===== config.mk =====
export PLATFORM = sky130hd
export DESIGN_NAME = gnta_cell
export DESIGN_NICKNAME = d
export VERILOG_FILES = /design/src/hw/rtl/gnta_pkg.sv /design/src/hw/rtl/gnta_cell.sv
export SDC_FILE = /design/constraint.sdc
export NUM_CORES = 1
export LEC_CHECK = 0
export ABC_AREA = 1
export BUFFER_PORTS_ARGS = -buffer_cell sky130_fd_sc_hd__buf_2
export CAP_MARGIN = 20
export CORE_MARGIN = 8
export CORE_UTILIZATION = 35
export CTS_CLUSTER_DIAMETER = 150
export DETAILED_ROUTE_END_ITERATION = 6
export PLACE_DENSITY_LB_ADDON = 0.1
export SYNTH_ARGS = -nofsm -noshare
export SYNTH_HDL_FRONTEND = slang
export SYNTH_SLANG_ARGS = --single-unit
export TNS_END_PERCENT = 30

===== constraint.sdc =====
create_clock -name clk -period 9.7 [get_ports clk]
set_input_delay 0.97 -clock clk [delete_from_list [all_inputs] [get_ports clk]]
set_output_delay 0.97 -clock clk [all_outputs]
set_load 0.005 [all_outputs]

===== src/hw/rtl/gnta_pkg.sv =====
package gnta_pkg;

  localparam int BOT_W = 3;
  localparam int PIPE_DEPTH = 3;

  localparam logic OP_STORE  = 1'b0;
  localparam logic OP_TARGET = 1'b1;

  typedef struct packed {
    logic valid;
    logic found;
  } tok_t;

  function automatic int sq_w(int cb);
    return (cb + 1 > 32) ? 32 : cb + 1;
  endfunction

  function automatic int dist_w(int cb);
    return (2 * sq_w(cb) + 1 > 64) ? 64 : 2 * sq_w(cb) + 1;
  endfunction

endpackage


===== src/hw/rtl/gnta_cell.sv =====
module gnta_cell #(
  parameter int COORD_BITS = 16,
  parameter int IDX_W      = 3,
  parameter int CELL_IDX   = 0,
  parameter int DIST_W     = gnta_pkg::dist_w(COORD_BITS)
) (
  input  logic                         clk,
  input  logic                         rst,
  input  logic                         wr_en,
  input  logic signed [COORD_BITS-1:0] wr_x,
  input  logic signed [COORD_BITS-1:0] wr_y,
  input  logic signed [COORD_BITS-1:0] tgt_x,
  input  logic signed [COORD_BITS-1:0] tgt_y,
  input  logic                         clr_taken,
  input  logic                         set_taken,
  input  gnta_pkg::tok_t               tok_in,
  input  logic [IDX_W-1:0]             idx_in,
  input  logic [DIST_W-1:0]            dist_in,
  output gnta_pkg::tok_t               tok_out,
  output logic [IDX_W-1:0]             idx_out,
  output logic [DIST_W-1:0]            dist_out
);

  localparam int AW = COORD_BITS + 1;
  localparam int SW = gnta_pkg::sq_w(COORD_BITS);
  localparam logic [2*SW:0] DMAX_FULL = ~((2*SW+1)'(0)) >> (2*SW + 1 - DIST_W);
  localparam logic [DIST_W-1:0] DMAX = DMAX_FULL[DIST_W-1:0];

  logic signed [COORD_BITS-1:0] rx;
  logic signed [COORD_BITS-1:0] ry;
  logic                         taken;
  logic [AW-1:0]                adx;
  logic [AW-1:0]                ady;
  logic [2*SW-1:0]              sqx;
  logic [2*SW-1:0]              sqy;
  logic                         satx;
  logic                         saty;
  logic [DIST_W-1:0]            cur_dist;

  logic signed [AW-1:0] dx;
  logic signed [AW-1:0] dy;
  logic [SW-1:0]        opx;
  logic [SW-1:0]        opy;
  logic                 satx_c;
  logic                 saty_c;
  logic [2*SW:0]        sum_full;
  logic                 win;

  assign dx = $signed({rx[COORD_BITS-1], rx}) - $signed({tgt_x[COORD_BITS-1], tgt_x});
  assign dy = $signed({ry[COORD_BITS-1], ry}) - $signed({tgt_y[COORD_BITS-1], tgt_y});

  generate
    if (AW > SW) begin : g_sat
      assign satx_c = |adx[AW-1:SW];
      assign saty_c = |ady[AW-1:SW];
      assign opx    = adx[SW-1:0];
      assign opy    = ady[SW-1:0];
    end else begin : g_nosat
      assign satx_c = 1'b0;
      assign saty_c = 1'b0;
      assign opx    = adx;
      assign opy    = ady;
    end
  endgenerate

  assign sum_full = {1'b0, sqx} + {1'b0, sqy};

  assign win = tok_in.valid && !taken && (!tok_in.found || cur_dist < dist_in);

  always_ff @(posedge clk) begin
    if (rst) begin
      rx      <= '0;
      ry      <= '0;
      taken   <= 1'b0;
      tok_out <= '0;
    end else begin
      if (wr_en) begin
        rx <= wr_x;
        ry <= wr_y;
      end
      if (clr_taken) begin
        taken <= 1'b0;
      end else if (set_taken) begin
        taken <= 1'b1;
      end
      tok_out.valid <= tok_in.valid;
      tok_out.found <= tok_in.found | win;
    end
  end

  // distance pipeline: abs diff, square, sum
  always_ff @(posedge clk) begin
    adx  <= dx[AW-1] ? AW'(-dx) : AW'(dx);
    ady  <= dy[AW-1] ? AW'(-dy) : AW'(dy);
    sqx  <= (2*SW)'(opx) * (2*SW)'(opx);
    sqy  <= (2*SW)'(opy) * (2*SW)'(opy);
    satx <= satx_c;
    saty <= saty_c;
    cur_dist <= (satx || saty || sum_full > DMAX_FULL) ? DMAX : sum_full[DIST_W-1:0];
    idx_out  <= win ? IDX_W'(CELL_IDX) : idx_in;
    dist_out <= win ? cur_dist : dist_in;
  end

endmodule


==> impl_metrics.yaml <==
final_layout:
  final_nets: 4475
  synthToLayoutAreaGrowth_pct: 9.629
  nFillCells: 8335
  drive_above_1_share_pct: 6.107
floorplan:
  die_h_um: 296.3
  floorplan.initialDensity_pct: 35.44
  row_count: 102
  num_io_pins: 149
  dieArea_sq_mm: 0.08778
  die_x_um: 296.3
  coreArea_sq_mm: 0.07759
route:
  via_per_inst: 4.491
  drt_iter0_drc: 914
  dr.pass1.iters: 5
  antenna_left: 0
  drc_errors: 0
  drt-total-wl_mm: 69.87
  vias: 21220
  wire_per_inst_um: 14.79
critical_path:
  critPathKind: "register to register"
  required_ps: 10190
  endpoint_kind: "register"
  cp-start-kind: "register"
  worstPathMaxFanout: 18
  worstPathArrival_ps: 6800
sta:
  setup_tns_ps: 0
  final-setup-viol-count: 0
  finalHoldViolCount: 0
  rsz0062_at_grt: "no"
  max_freq_mhz: 158.5
  min_period_ps: 6311
  max_slew.worst_pin.slew_ps: 969.9
  clock_skew_ps: 34.16
  drv_slew: 0
  slew_headroom_pct: 35.25
  finalCritPeriodShare_pct: 65.06
clock_network:
  clkTransAtPathRegs_ps: 60
  clock_insertion_delay_worst_skew_ps: 590
  htree_levels: 1
  post_cts_buffers: 0
  hold_buffers: 0
  clock_sinks: 208
  cts_tree: "done"
  cts_resized: 0
  clockBufferDepth: 3
  cts_buffers: 27
  cts_root_buffer: "clkbuf_16"
yosys:
  ys.flop_type: "dfxtp_1"
  yosys_register_bits: 208
  synth_seq_area_share_pct: 15.14
  netlist.area_leader.share_pct: 27.81
  yosys_warnings: 0
  synth_fp_nets: 4392
  synth_common_cells: "inv_1 (908), nand2_1 (823), fa_1 (382)"
  synth.distinct_cells: 44
  synthArstFlopShare_pct: 0
  synth_top_cell_by_area: "fa_1"
  syn_inst: 3581
  yosysMostFrequentCell: "inv_1"
  synth_area_per_cell_sq_um: 7.678
  synth_edf_count: 0
  synthTopCellsByArea: "fa_1 (28%), dfxtp_1 (15%), ha_1 (15%)"
  synth_area_sq_mm: 0.02750
worst_hold_path:
  hp-class: "register to register"
global_routing:
  grt_start_max_net_pins: 41
  overflow: 0
  antenna_found_initial: 2
  grt_pass1_vias: 22520
  grt_pass1_wl_mm: 115.5
  grt.total_usage_pct: 16.13
placement:
  dp_hpwl_mm: 59.76
  place_congestion: 0.8383
  io_buffers: 148
outcome:
  status: "finished, final reports clean"
flow_run:
  cap_violations: 0
## path summary, 6_finish.rpt
check / from / endpoint / slack [ps] / cells after the start
max: adx[10]$_DFF_P_ / sqx[25]$_DFF_P_ / 3390 / 18
min: ry[7]$_SDFFE_PP0P_ / ry[7]$_SDFFE_PP0P_ / 460 / 2
max reg2reg: adx[10]$_DFF_P_ / sqx[25]$_DFF_P_ / 3390 / 18
min reg2reg: ry[7]$_SDFFE_PP0P_ / ry[7]$_SDFFE_PP0P_ / 460 / 2
## layout make-up
type | instances | area, sq um | area share (%)
Antenna cell | 1 | 2.502 | 0.008302
Clock buffer | 30 | 696.9 | 2.312
Clock inverter | 19 | 244.0 | 0.8094
Inverter | 912 | 3423 | 11.36
Multi-Input combinational cell | 2362 | 19520 | 64.76
Sequential cell | 208 | 4164 | 13.81
Tap cell | 1040 | 1301 | 4.317
Timing Repair Buffer | 153 | 790.8 | 2.623
## cells by family after synthesis
kind of cell / synth area share [%]
flops: 15.14
compound gates: 6.512
buf+inv: 13.89
simple gates: 17.72
fa+ha+maj: 42.37
xor+xnor: 4.359
## critical path: stages (launching register included)
cell,delay [ps]
dfxtp_1,920
nand2_1,250
fa_1,580
inv_1,50
fa_1,510
fa_1,520
inv_1,50
fa_1,560
fa_1,430
fa_1,490
inv_1,40
ha_1,350
nand2_1,130
nor2_1,270
nand4_1,130
o21ai_1,340
a21boi_0,210
o21ai_1,180
xor2_1,170
## stage by stage
stage	utilization [%]	instances	setup slack, ps	hold slack [ps]	instance area [sq um]
global route	38.84	4724	2980	479.1	30140
detailed placement	37.61	4674	3391	459.5	29180
CTS	38.82	4723	3355	467.9	30120
floorplan	-	3581	4156	329.0	27500
global placement	37.61	4674	3429	456.2	29180
finish	38.85	4725	3389	464.6	30140
## cells in the final DEF (no fill, tap or decap), types with 5 or more instances in the layout
cell	count
nor3_1	23
o21ai_1	7
fa_1	382
a31oi_1	5
a21oi_1	181
o21a_1	5
nand3b_1	8
a21o_1	13
nor2_1	169
o21bai_1	8
ha_1	320
inv_6	6
inv_1	908
clkbuf_16	27
a21boi_0	8
nand3_1	123
or2_2	5
xor2_1	91
o211ai_1	10
buf_2	148
nand2_1	823
xnor2_1	44
a211oi_1	5
dfxtp_1	208
o21ai_0	66
nand4_1	34
## routing by layer
metal	up-vias	global-route usage (%)	share of wire (%)
met3	49	2.095	3.9
li1	10910	-	-
met4	0	2.252	1.2
met5	-	0	0
met2	323	27.41	46
met1	9936	22.34	49
## flip-flops by register name (all words and copies together) (netlist names)
register / flops
adx: 17
ady: 17
cur_dist: 35
dist_out: 35
idx_out: 3
rx: 16
ry: 16
sqx: 33
sqy: 33
taken: 1
tok_out: 2
Power is left out: the tool's default activity adds up to more than one toggle a clock period on the data nets, which glitch-free logic cannot reach.
